[src/rtl/bbum_pkg.sv]
// Shared constants, codes and controller/datapath interface types for the unsharp-mask block.
package bbum_pkg;

  localparam int DEF_MAX_WIDTH = 2048;
  localparam int MAX_HEIGHT    = 4096;
  localparam int ROW_W         = 12;
  localparam int IMG_W_W       = 12;
  localparam int IMG_H_W       = 13;
  localparam int AMT_W         = 10;
  localparam int CFG_W         = 13;
  localparam int CFG_IDX_W     = 2;
  localparam int GEO_W         = 14;
  localparam int PIX_W         = 24;
  localparam int SUM_W         = 12;
  localparam int CNT_W         = 4;
  localparam int NUM_W         = 25;
  localparam int DIV_BITS      = 14;
  localparam int NB_LAST       = 8;
  localparam int NB_CENTER     = 4;

  localparam logic [CFG_IDX_W-1:0] REG_WIDTH  = 2'd0;
  localparam logic [CFG_IDX_W-1:0] REG_HEIGHT = 2'd1;
  localparam logic [CFG_IDX_W-1:0] REG_AMOUNT = 2'd2;

  localparam logic REQ_PIXEL = 1'b0;
  localparam logic REQ_FLUSH = 1'b1;

  typedef enum logic [2:0] {
    ST_IDLE, ST_READ, ST_RLAST, ST_MUL1, ST_MUL2, ST_DIVI, ST_DIV, ST_PUT
  } state_t;

  typedef struct packed {
    logic             start;
    logic             load_pend;
    logic             store_wr;
    logic             wr_direct;
    logic             adv_in;
    logic             rd_issue;
    logic [CNT_W-1:0] nb;
    logic             mul1;
    logic             mul2;
    logic             div_load;
    logic             div_step;
    logic             out_load;
  } cmd_t;

  typedef struct packed {
    logic draining;
    logic emit_ok;
    logic pend_vld;
    logic out_free;
  } sts_t;

endpackage

[src/rtl/bbum_ctrl.sv]
// Sequencer that steps one item through neighborhood reads, multiplies and division.
module bbum_ctrl import bbum_pkg::*; (
  input  logic clk,
  input  logic rst_n,
  input  logic in_tvalid,
  input  logic in_tuser,
  output logic in_tready,
  input  sts_t sts,
  output cmd_t cmd
);

  state_t           state_r, state_nxt;
  logic [CNT_W-1:0] k_r, k_nxt;

  always_ff @(posedge clk) begin
    if (!rst_n) begin
      state_r <= ST_IDLE;
      k_r     <= '0;
    end else begin
      state_r <= state_nxt;
      k_r     <= k_nxt;
    end
  end

  always_comb begin
    state_nxt = state_r;
    k_nxt     = k_r;
    cmd       = '0;
    in_tready = 1'b0;
    case (state_r)
      ST_IDLE: begin
        in_tready = 1'b1;
        if (in_tvalid) begin
          if (in_tuser == REQ_FLUSH) begin
            if (sts.draining) begin
              cmd.start = 1'b1;
              k_nxt     = '0;
              state_nxt = ST_READ;
            end
          end else if (!sts.draining) begin
            if (sts.emit_ok) begin
              cmd.start     = 1'b1;
              cmd.load_pend = 1'b1;
              k_nxt         = '0;
              state_nxt     = ST_READ;
            end else begin
              cmd.store_wr  = 1'b1;
              cmd.wr_direct = 1'b1;
              cmd.adv_in    = 1'b1;
            end
          end
        end
      end
      ST_READ: begin
        cmd.rd_issue = 1'b1;
        cmd.nb       = k_r;
        if (k_r == CNT_W'(NB_LAST)) begin
          state_nxt = ST_RLAST;
        end else begin
          k_nxt = k_r + 1'b1;
        end
      end
      ST_RLAST: begin
        state_nxt = ST_MUL1;
      end
      ST_MUL1: begin
        cmd.mul1 = 1'b1;
        if (sts.pend_vld) begin
          cmd.store_wr = 1'b1;
          cmd.adv_in   = 1'b1;
        end
        state_nxt = ST_MUL2;
      end
      ST_MUL2: begin
        cmd.mul2  = 1'b1;
        state_nxt = ST_DIVI;
      end
      ST_DIVI: begin
        cmd.div_load = 1'b1;
        k_nxt        = '0;
        state_nxt    = ST_DIV;
      end
      ST_DIV: begin
        cmd.div_step = 1'b1;
        if (k_r == CNT_W'(DIV_BITS - 1)) begin
          state_nxt = ST_PUT;
        end else begin
          k_nxt = k_r + 1'b1;
        end
      end
      ST_PUT: begin
        if (sts.out_free) begin
          cmd.out_load = 1'b1;
          state_nxt    = ST_IDLE;
        end
      end
      default: begin
        state_nxt = ST_IDLE;
      end
    endcase
  end

endmodule

[config.mk]
export PLATFORM = sky130hd
export DESIGN_NAME = bbum_ctrl
export DESIGN_NICKNAME = d
export VERILOG_FILES = /design/src/rtl/bbum_pkg.sv /design/src/rtl/bbum_ctrl.sv
export SDC_FILE = /design/constraint.sdc
export NUM_CORES = 1
export LEC_CHECK = 0
export ABC_AREA = 1
export BUFFER_PORTS_ARGS = -buffer_cell sky130_fd_sc_hd__buf_2
export CELL_PAD_IN_SITES_DETAIL_PLACEMENT = 0
export CELL_PAD_IN_SITES_GLOBAL_PLACEMENT = 1
export CORE_UTILIZATION = 35
export CTS_CLUSTER_DIAMETER = 100
export DETAILED_ROUTE_END_ITERATION = 6
export PLACE_DENSITY_LB_ADDON = 0.08
export SLEW_MARGIN = 25
export SYNTH_ARGS = -nofsm -noshare
export SYNTH_HDL_FRONTEND = slang
export SYNTH_SLANG_ARGS = --single-unit
[constraint.sdc]
create_clock -name clk -period 2.04 [get_ports clk]
set_input_delay 0.102 -clock clk [delete_from_list [all_inputs] [get_ports clk]]
set_output_delay 0.102 -clock clk [all_outputs]
set_load 0.1 [all_outputs]
# After elaboration in Yosys (flattened, before gate mapping)
# Index checks and enable logic that the tools add are counted.
# totals
wordCells	62
output_inout_bits	16
in_bits	8
ff_bits	7
# classes
eq_ne	18
reduce_logical	4
add_sub_neg	1
mux	37
# op_table
cell	count
$mux 4	8
$mux 3	9
$pmux 3 s8	1
$pmux 4 s4	1
$mux 5	3
$reduce_and 7->1	2
$eq 3x3->1 const B	4
$ne 2x2->1 const B	6
$mux 1	11
$ne 3x3->1 const B	3
$eq 4x4->1 const B	2
$eq 3x2->1 const B	2
$add 4x1->4 const B	1
$mux 2	2
$pmux 1 s2	2
$reduce_bool 4->1	1
$eq 3x1->1 const B	1
$logic_not 3->1	1

# Longest topological paths before layout
# Gate-level depths: netlist of run 1.
# logic_depth
ltp_word	5
ltp_mapped	10
mapped_depth_nobuf	10

# Least setup slack after synthesis of run 1
# OpenSTA, ideal clock, no wires.
# synth_path
path_kind	reg2out
start	register state_r[1]
end	output port cmd[12] (netlist name)
slack_ps	-2005
path_buffers	2
required_ps	1938
arrival_ps	3943
path_stages_with_launch	8
path_cell_list	dfxtp_1 buf_6 nor2_2 nand2_2 inv_2 nand4_1 o21ai_0 buf_4
# synth_rtl
item	line_no	source
from (decl)	bbum_ctrl.sv:12	state_t state_r, state_nxt;
from (signal assigned)	bbum_ctrl.sv:20	state_r <= state_nxt;
to (decl)	bbum_ctrl.sv:9	output cmd_t cmd

==> results of run 1 <==
sequential cells by signal, summed over array words and instances (netlist names):
name,flops
state_r,3
k_r,4
worst max path at each step:
stage                from      end  slack (ps)  depth (start not counted)
2_1_floorplan  state_r[1]  cmd[12]        -590                          7
3_3_place_gp   state_r[0]  cmd[10]         520                          6
6_report       state_r[0]  cmd[10]         220                          6
3_5_place_dp   state_r[0]  cmd[10]         480                          6
5_1_grt        state_r[0]  cmd[10]         100                          6
4_1_cts        state_r[0]  cmd[10]         200                          6
stage by stage:
stage	setup slack [ps]	power [W]	hold slack, ps	cell area, µm²	std cells
final	223	0.00112	108	842	152
after global routing	96.1	0.00120	118	842	152
after CTS	201	0.00113	105	842	152
after detailed placement	477	0.00100	372	816	148
after global placement	519	0.00100	364	816	148
after floorplan	-585	0.000922	222	699	103
worst reg2reg max path, cell delays in order (launching register included):
cell	delay (ps)
dfxtp_1	410
inv_1	110
ha_1	230
nand3_4	110
nor2_2	60
nor2_4	100
nand3_4	90
nor2_1	120
nor2_1	50
Yosys cell counts (all sizes together) (2+ instances only):
master and number:
a21oi 4, buf 3, o21ai 2, dfxtp 7, ha 3, nor2 21
xor2 2, nand4 3, inv 17, a31oi 2, nand2 26, nand3 10
cells by family after synthesis:
logic type               count (synthesis)
flip-flops                               7
buffers and inverters                   21
AND/OR/NAND/NOR                         62
AO/OA/AOI/OAI                            8
adder cells (fa/ha/maj)                  3
XOR/XNOR                                 2
power by group:
part / switching [W] / internal [W] / total [W]
Clock: 0.0000513 / 0.0000747 / 0.000126
Combinational: 0.000574 / 0.000177 / 0.000752
Sequential: 0.0000741 / 0.000172 / 0.000246
final cells by class:
| cell class | count | area [µm²] |
|---|---|---|
| Clock buffer | 4 | 26.3 |
| Fill cell | 201 | 941 |
| Inverter | 18 | 70.1 |
| Multi-Input combinational cell | 75 | 459 |
| Sequential cell | 7 | 140 |
| Tap cell | 25 | 31.3 |
| Timing Repair Buffer | 23 | 115 |
cell usage in the layout, fill, tap and decap left out:
master / Yosys / final
nand2_1: 22 / 22
o21ai_1: 1 / 1
inv_1: 11 / 11
nand3_4: 3 / 3
nor2_4: 1 / 1
nand3_2: 2 / 2
clkinv_1: 1 / 1
inv_2: 5 / 5
buf_2: 0 / 23
o21ai_2: 0 / 1
nor3_2: 0 / 1
dfxtp_1: 7 / 7
ha_1: 3 / 3
a31oi_1: 2 / 2
nand2_2: 1 / 1
nand4_1: 3 / 3
clkbuf_1: 0 / 1
inv_4: 1 / 1
nor2_1: 16 / 16
nor4_2: 0 / 1
a21oi_1: 4 / 4
clkbuf_4: 0 / 3
nor2_2: 4 / 4
xor2_1: 2 / 2
nand2_4: 3 / 3
nand3_1: 5 / 5
routing by layer:
layer | vias to the layer above | routed length [µm]
li1 | 368 | -
met1 | 263 | 786
met2 | 18 | 536
met3 | 2 | 57
met4 | 0 | 17
met5 | - | 0
==> qor.csv, run 1 <==
stage,metric,value,unit
setup_path,path_buf_inv,2,
route,vias,651,
synthesis,netlist_area,684,µm²
run,drv_cap,0,
clocking,ctsLongestPathBuffers,2,
setup_path,endpoint_kind,output port,
timing,finalMaxSlewViolations,0,
timing,tightestPinTransition,489,ps
hold_path,min-delay-start,rst_n,
global_route,use_met2,17.7,%
timing,skew,6.51,ps
global_route,grt_pass1_vias,466,
synthesis,synth_top_family_by_area,simple AND/OR/NAND/NOR gates,
synthesis,synth_seq_cells,7,
placed_design,dp_hpwl,1160,µm
hold_path,holdPathStages,3,
synthesis,synth_xor_area_share,2.56,%
clocking,cts_sinks,7,
timing,min_period,1820,ps
final_layout,antennaDiodeCount,0,
floorplan,ios,24,
global_route,grtUsageMet1,22.1,%
timing,setup_viol,0,
setup_path,rrSetupSlack,650,ps
final_layout,nets,139,
setup_path,cpMaxStageDelayCell,buf_2,
route,drt_first_pass_iters,4,
clocking,cts_tree,built,
setup_path,start_kind,flip-flop,
setup_path,critPathKind,flip-flop to output port,
placed_design,io_buffers,23,
synthesis,yosys_most_used_dff,dfxtp_1,
synthesis,synth_cell_types,25,
timing,rsz0062_at_grt,false,
route,drc,0,
global_route,grt.total_usage,14.8,%
global_route,grt-ovfl-total,0,
clocking,cts_root_buffer,clkbuf_4,
final_layout,drive_above_1_share,38.6,%
timing,timing.fmax,550,MHz
synthesis,synth_nets,114,
setup_path,critPathMaxStageDelay,440,ps
synthesis,syn-instance-count,103,
floorplan,die_area,0.00214,mm²
synthesis,synth-compound-area-share,6.22,%
placed_design,place_congestion,0.733,
timing,period_share,89.1,%
synthesis,yosys.area_share.simple,50.6,%
floorplan,rows,15,
hold_path,hp-class,input port to flip-flop,
clocking,post_cts_buffers,0,
clocking,hold_buffers,0,
hold_path,holdPathEnd,k_r[3],
global_route,grt.busiest_layer,met1,
setup_path,crit_family,buffers and inverters,
run_status,status,"complete, no violations",
setup_path,cp_max_fo,8,
clocking,clk_latency,250,ps
setup_path,worstPathArrival,1720,ps
synthesis,synthAdderAreaFrac,5.48,%
route,wire_per_inst,9.18,µm
setup_path,r2r_end,k_r[3],
power,peakVddDrop,0.572,mV
global_route,use_met3,4.71,%
synthesis,ys_seq_area_share,20.5,%
power,p_per_area,1330,mW/mm²
clocking,cts_buffers,3,
floorplan,initial_core_util,38.4,%
synthesis,muxShareOfSynthArea,0,%
synthesis,yosysWarnings,0,
route,via_per_inst,4.28,
clocking,path_clk_slew,50,ps
clocking,ctsResizeCount,0,
route,drtIter0Drc,13,
timing,fin_tns_setup,0,ps
timing,finalHoldViolCount,0,
synthesis,synth-async-reset-ratio,0,%
final_layout,utilization,47.2,%
setup_path,worstPathCellList,"nor2_2, nand2_2, inv_2, nand4_1, o21ai_2, buf_2",
synthesis,synth_top_area_share,20.5,%
synthesis,synth_edf_count,0,
clocking,htreeDepth,1,
floorplan,die_width,46.2,µm
global_route,grt_pass1_wl,2100,µm
power,p_leak,0.450,nW
timing,maxSlewHeadroom,67.7,%
setup_path,worstReg2RegStart,k_r[0],
synthesis,synth_area_per_cell,6.64,µm²
global_route,antenna_found_initial,0,
global_route,grt_max_degree,9,
route,totalWireLength,1400,µm
synthesis,yosys.area.top_type,dfxtp_1,
route,ant_nets,0,
setup_path,worstPathRequired,1940,ps
floorplan,die_h,46.2,µm
floorplan,core_area,0.00178,mm²
synthesis,synth.area.top_cells,"dfxtp_1 (20%), nand2_1 (12%), nor2_1 (8.8%)",
setup_path,ff2ff_path_depth,8,
final_layout,syn2layout_area_growth,23.0,%
Note: power is estimated with default switching activity, not from simulation.
==> inputs of run 2 (changes only) <==
RECOVER_POWER = 100   (was not set)
==> qor.csv, run 2 (synthesis gave the netlist of run 1 again) <==
stage,metric,value,unit,change
global_route,grt_pass1_vias,466,,unchanged
setup_path,worstPathArrival,1770,ps,+50 ps
run_status,status,"complete, no violations",,
timing,tightestPinTransition,543,ps,+54.8 ps
global_route,grt-ovfl-total,0,,unchanged
floorplan,rows,15,,unchanged
clocking,cts_root_buffer,clkbuf_4,,
final_layout,largest-register,k_r,,
floorplan,core_area,0.00178,mm²,unchanged
setup_path,endpoint_kind,output port,,
floorplan,die_h,46.2,µm,unchanged
final_layout,layoutNonFillerInstCount,152,,unchanged
floorplan,initial_core_util,38.4,%,unchanged
setup_path,worstPathCellList,"nor2_2, nand2_2, inv_2, nand4_1, o21ai_2, clkbuf_2",,
final_layout,final_common_cell,nand2_1,,
run,drv_cap,0,,unchanged
final_layout,multi_input_area,432,µm²,-6.0%
final_layout,nets,139,,unchanged
timing,skew,5.94,ps,-0.578 ps
clocking,path_clk_slew,50,ps,about the same
clocking,ctsLongestPathBuffers,2,,unchanged
placed_design,dp_hpwl,1160,µm,unchanged
global_route,grt.total_usage,14.8,%,unchanged
final_layout,largest_register_ffs,4,,unchanged
hold_path,min-delay-start,rst_n,,
route,wire_per_inst,9.28,µm,+1.1%
global_route,antenna_found_initial,0,,unchanged
setup_path,worstReg2RegStart,state_r[0],,
floorplan,die_width,46.2,µm,unchanged
setup_path,start_kind,flip-flop,,
timing,min_period,1870,ps,+53.1 ps
route,ant_nets,0,,unchanged
timing,fin_tns_setup,0,ps,unchanged
timing,setup_viol,0,,unchanged
placed_design,place_congestion,0.733,,unchanged
final_layout,mostFrequentLayoutCells,"nand2_1 (23), nor2_1 (17), clkbuf_2 (16)",,
final_layout,antennaDiodeCount,0,,unchanged
timing,timing.fmax,535,MHz,-2.8%
hold_path,holdPathEnd,k_r[3],,
power,p_leak,0.428,nW,-5.0%
timing,finalMaxSlewViolations,0,,unchanged
final_layout,drive_above_1_share,34.6,%,-3.9 points
final_layout,syn2layout_area_growth,19.0,%,
clocking,post_cts_buffers,0,,unchanged
power,peakVddDrop,0.565,mV,-1.1%
setup_path,critPathKind,flip-flop to output port,,
setup_path,worstPathRequired,1940,ps,about the same
timing,rsz0062_at_grt,false,,
route,drtIter0Drc,15,,+2
route,drt_first_pass_iters,4,,unchanged
clocking,clk_latency,250,ps,about the same
clocking,cts_tree,built,,
route,drc,0,,unchanged
setup_path,ff2ff_path_depth,9,,+1
placed_design,io_buffers,23,,unchanged
final_layout,reg_top3,"k_r: 4 flops, state_r: 3 flops",,
final_layout,num-fill-cells,207,,+3.0%
timing,period_share,91.7,%,+2.6 points
clocking,hold_buffers,0,,unchanged
placed_design,dp.cells,148,,unchanged
final_layout,seq_area,140,µm²,unchanged
setup_path,cp_max_fo,8,,unchanged
timing,finalHoldViolCount,0,,unchanged
hold_path,holdPathStages,3,,unchanged
floorplan,ios,24,,unchanged
route,vias,654,,+0.46%
clocking,cts_sinks,7,,unchanged
route,via_per_inst,4.30,,+0.46%
global_route,grt_pass1_wl,2100,µm,unchanged
power,p_per_area,1350,mW/mm²,+0.92%
hold_path,hp-class,input port to flip-flop,,
route,totalWireLength,1410,µm,+1.1%
timing,maxSlewHeadroom,63.9,%,-3.7 points
floorplan,die_area,0.00214,mm²,unchanged
setup_path,rrSetupSlack,420,ps,-230 ps
clocking,htreeDepth,1,,unchanged
setup_path,r2r_end,state_r[0],,
clocking,ctsResizeCount,0,,unchanged
global_route,grt_max_degree,9,,unchanged
setup_path,critPathMaxStageDelay,470,ps,+30 ps
setup_path,cpMaxStageDelayCell,clkbuf_2,,
clocking,cts_buffers,3,,unchanged
==> run 2: worst max path at each step <==
stage          slack [ps]  depth (start not counted)       start       to
6_report              170                          6  state_r[0]  cmd[10]
3_5_place_dp          480                          6  state_r[0]  cmd[10]
5_1_grt                50                          6  state_r[0]  cmd[10]
4_1_cts               200                          6  state_r[0]  cmd[10]
2_1_floorplan        -590                          7  state_r[1]  cmd[12]
3_3_place_gp          520                          6  state_r[0]  cmd[10]
==> run 2: layer usage <==
metal  vias up  global-route usage [%]  wire [µm]
met2        18                    17.7        532
li1        370                       -          -
met3         2                    4.71         65
met5         -                       0          0
met4         0                    8.82         17
met1       264                    22.1        797
==> run 2: per-stage QoR <==
step	power [W]	hold slack, ps	util (%)	worst slack, ps	instance area, µm²
after floorplan	0.000922	222	-	-585	699
after global placement	0.00100	364	45.8	519	816
after detailed placement	0.00100	372	45.8	477	816
after CTS	0.00113	105	47.2	201	842
after global routing	0.00117	117	45.7	51.8	815
final	0.00110	106	45.7	170	815
==> run 2: cell type report <==
type | count | area share, %
clock buffer | 4 | 3.23
sequential | 7 | 17.2
timing repair buffer | 23 | 14.1
multi-input combinational | 75 | 53.0
inverter | 18 | 8.60
tap | 25 | 3.84
==> run 2: worst max-delay path, delay by kind of cell (launching register included) <==
| family | cells | cell delay, ps |
|---|---|---|
| AOI/OAI and AO/OA | 1 | 170 |
| buffers and inverters | 2 | 550 |
| DFF | 1 | 420 |
| and+or+nand+nor | 3 | 370 |
==> run 2: where the power goes <==
group / leakage [nW] / internal, W / switching, W / total (W)
Combinational: 0.355 / 0.000164 / 0.000561 / 0.000726
Clock: 0.0150 / 0.0000747 / 0.0000512 / 0.000126
Sequential: 0.0571 / 0.000171 / 0.0000735 / 0.000245
Total: 0.428 / 0.000410 / 0.000686 / 0.00110
==> inputs of run 3 (changes only) <==
PLACE_DENSITY_LB_ADDON = 0.1   (was 0.08)
==> qor.csv, run 3 (synthesis gave the netlist of run 1 again) <==
stage,metric,value,unit,change
final_layout,num-fill-cells,195,,-5.8%
timing,fin_ws,166,ps,-3.38 ps
setup_path,worstPathCellList,"nor2_2, nand2_2, inv_2, nand4_1, o21ai_2, clkbuf_2",,
clocking,htreeDepth,1,,unchanged
run,drv_cap,0,,unchanged
clocking,hold_buffers,0,,unchanged
setup_path,path_buf_inv,2,,unchanged
timing,tightestPinTransition,541,ps,-1.83 ps
clocking,path_clk_slew,50,ps,about the same
setup_path,crit_family,buffers and inverters,,
hold_path,min-delay-start,rst_n,,
setup_path,worstReg2RegStart,state_r[0],,
route,vias,685,,+4.7%
floorplan,core_area,0.00178,mm²,unchanged
final_layout,largest_register_ffs,4,,unchanged
floorplan,initial_core_util,38.4,%,unchanged
setup_path,cp_max_fo,8,,unchanged
route,drt_first_pass_iters,4,,unchanged
final_layout,nets,139,,unchanged
placed_design,dp_slack,476,ps,-1.34 ps
floorplan,ios,24,,unchanged
setup_path,ff2ff_path_depth,9,,unchanged
route,totalWireLength,1520,µm,+7.7%
timing,maxSlewHeadroom,64.1,%,+0.12 points
route,drtIter0Drc,11,,-4
global_route,grt_max_degree,9,,unchanged
clocking,cts_root_buffer,clkbuf_4,,
clocking,ctsLongestPathBuffers,2,,unchanged
placed_design,io_buffers,23,,unchanged
setup_path,start_kind,flip-flop,,
setup_path,rrSetupSlack,370,ps,-50 ps
timing,period_share,91.9,%,+0.17 points
global_route,grt.total_usage,16.6,%,+1.8 points
final_layout,reg_top3,"k_r: 4 flops, state_r: 3 flops",,
clocking,cts_sinks,7,,unchanged
clocking,post_cts_buffers,0,,unchanged
timing,setup_viol,0,,unchanged
route,drc,0,,unchanged
floorplan,rows,15,,unchanged
global_route,grt_pass1_vias,533,,+14%
final_layout,drive_above_1_share,34.6,%,unchanged
global_route,grt-ovfl-total,0,,unchanged
setup_path,critPathKind,flip-flop to output port,,
setup_path,worstPathRequired,1940,ps,about the same
clocking,clk_latency,250,ps,about the same
setup_path,critPathMaxStageDelay,470,ps,about the same
placed_design,place_congestion,0.741,,+0.98%
setup_path,worstPathArrival,1770,ps,about the same
timing,finalHoldViolCount,0,,unchanged
power,p_per_area,1350,mW/mm²,+0.62%
floorplan,die_area,0.00214,mm²,unchanged
final_layout,mostFrequentLayoutCells,"nand2_1 (23), nor2_1 (17), clkbuf_2 (16)",,
timing,min_period,1870,ps,+3.38 ps
setup_path,crit_cells,6,,unchanged
setup_path,startpoint,state_r[0],,
floorplan,die_h,46.2,µm,unchanged
timing,rsz0062_at_grt,false,,
final_layout,largest-register,k_r,,
final_layout,utilization,45.7,%,unchanged
final_layout,seq_area,140,µm²,unchanged
route,via_per_inst,4.51,,+4.7%
power,peakVddDrop,0.781,mV,+38%
floorplan,die_width,46.2,µm,unchanged
global_route,grt_pass1_wl,2460,µm,+17%
timing,timing.fmax,534,MHz,-0.18%
final_layout,antennaDiodeCount,0,,unchanged
route,ant_nets,0,,unchanged
setup_path,crit_end,cmd[12],,
final_layout,multi_input_area,432,µm²,unchanged
clocking,cts_tree,built,,
final_layout,final_common_cell,nand2_1,,
hold_path,hp-class,input port to flip-flop,,
global_route,antenna_found_initial,0,,unchanged
setup_path,cpMaxStageDelayCell,clkbuf_2,,
clocking,ctsResizeCount,0,,unchanged
timing,finalMaxSlewViolations,0,,unchanged
setup_path,r2r_end,state_r[0],,
clocking,cts_buffers,3,,unchanged
timing,skew,0.704,ps,-5.23 ps
final_layout,syn2layout_area_growth,19.0,%,unchanged
route,wire_per_inst,9.99,µm,+7.7%
run_status,status,"complete, no violations",,
setup_path,endpoint_kind,output port,,
placed_design,dp_hpwl,1250,µm,+8.3%
power,p_leak,0.428,nW,unchanged
run 3: cell counts in the layout (fill, tap and decap cells not counted):
No cell type changed its count.
run 3: per-layer routing:
layer	vias up	routed length, µm	global-route usage (%)
li1	373	-	-
met1	296	821	26.1
met2	14	634	20.8
met3	2	51	2.35
met4	0	12	8.82
met5	-	0	0
run 3: cell type report:
type                            count  area share, %
Sequential cell                     7           17.2
Clock buffer                        4           3.23
Tap cell                           25           3.84
Timing Repair Buffer               23           14.1
Multi-Input combinational cell     75           53.0
Inverter                           18           8.60
run 3: worst min path at each step:
stage / to / slack, ps / depth (start not counted)
3_5_place_dp: k_r[3] / 370 / 3
2_1_floorplan: k_r[3] / 220 / 2
3_3_place_gp: state_r[0] / 370 / 3
4_1_cts: k_r[3] / 100 / 3
6_report: k_r[3] / 110 / 3
5_1_grt: k_r[3] / 120 / 3
run 3: stage by stage:
step                      instances  setup TNS (ps)  instance area (µm²)  hold slack, ps  power (W)
after floorplan                 103           -2170                  699             222   0.000922
after global placement          148               0                  816             371    0.00101
after CTS                       152               0                  842             103    0.00114
final                           152               0                  815             107    0.00110
after global routing            152               0                  815             115    0.00119
after detailed placement        148               0                  816             373    0.00100
run 3: report_power, final:
part	switching, W	total [W]	internal, W
logic	0.000566	0.000731	0.000164
clock network	0.0000528	0.000128	0.0000748
registers	0.0000737	0.000245	0.000171
run 3: worst register-to-register path: cells and delay by family (launching register included):
kind                   cells  cell delay [ps]
AND/OR/NAND/NOR            7              800
buffers and inverters      2              180
flip-flops                 1              570
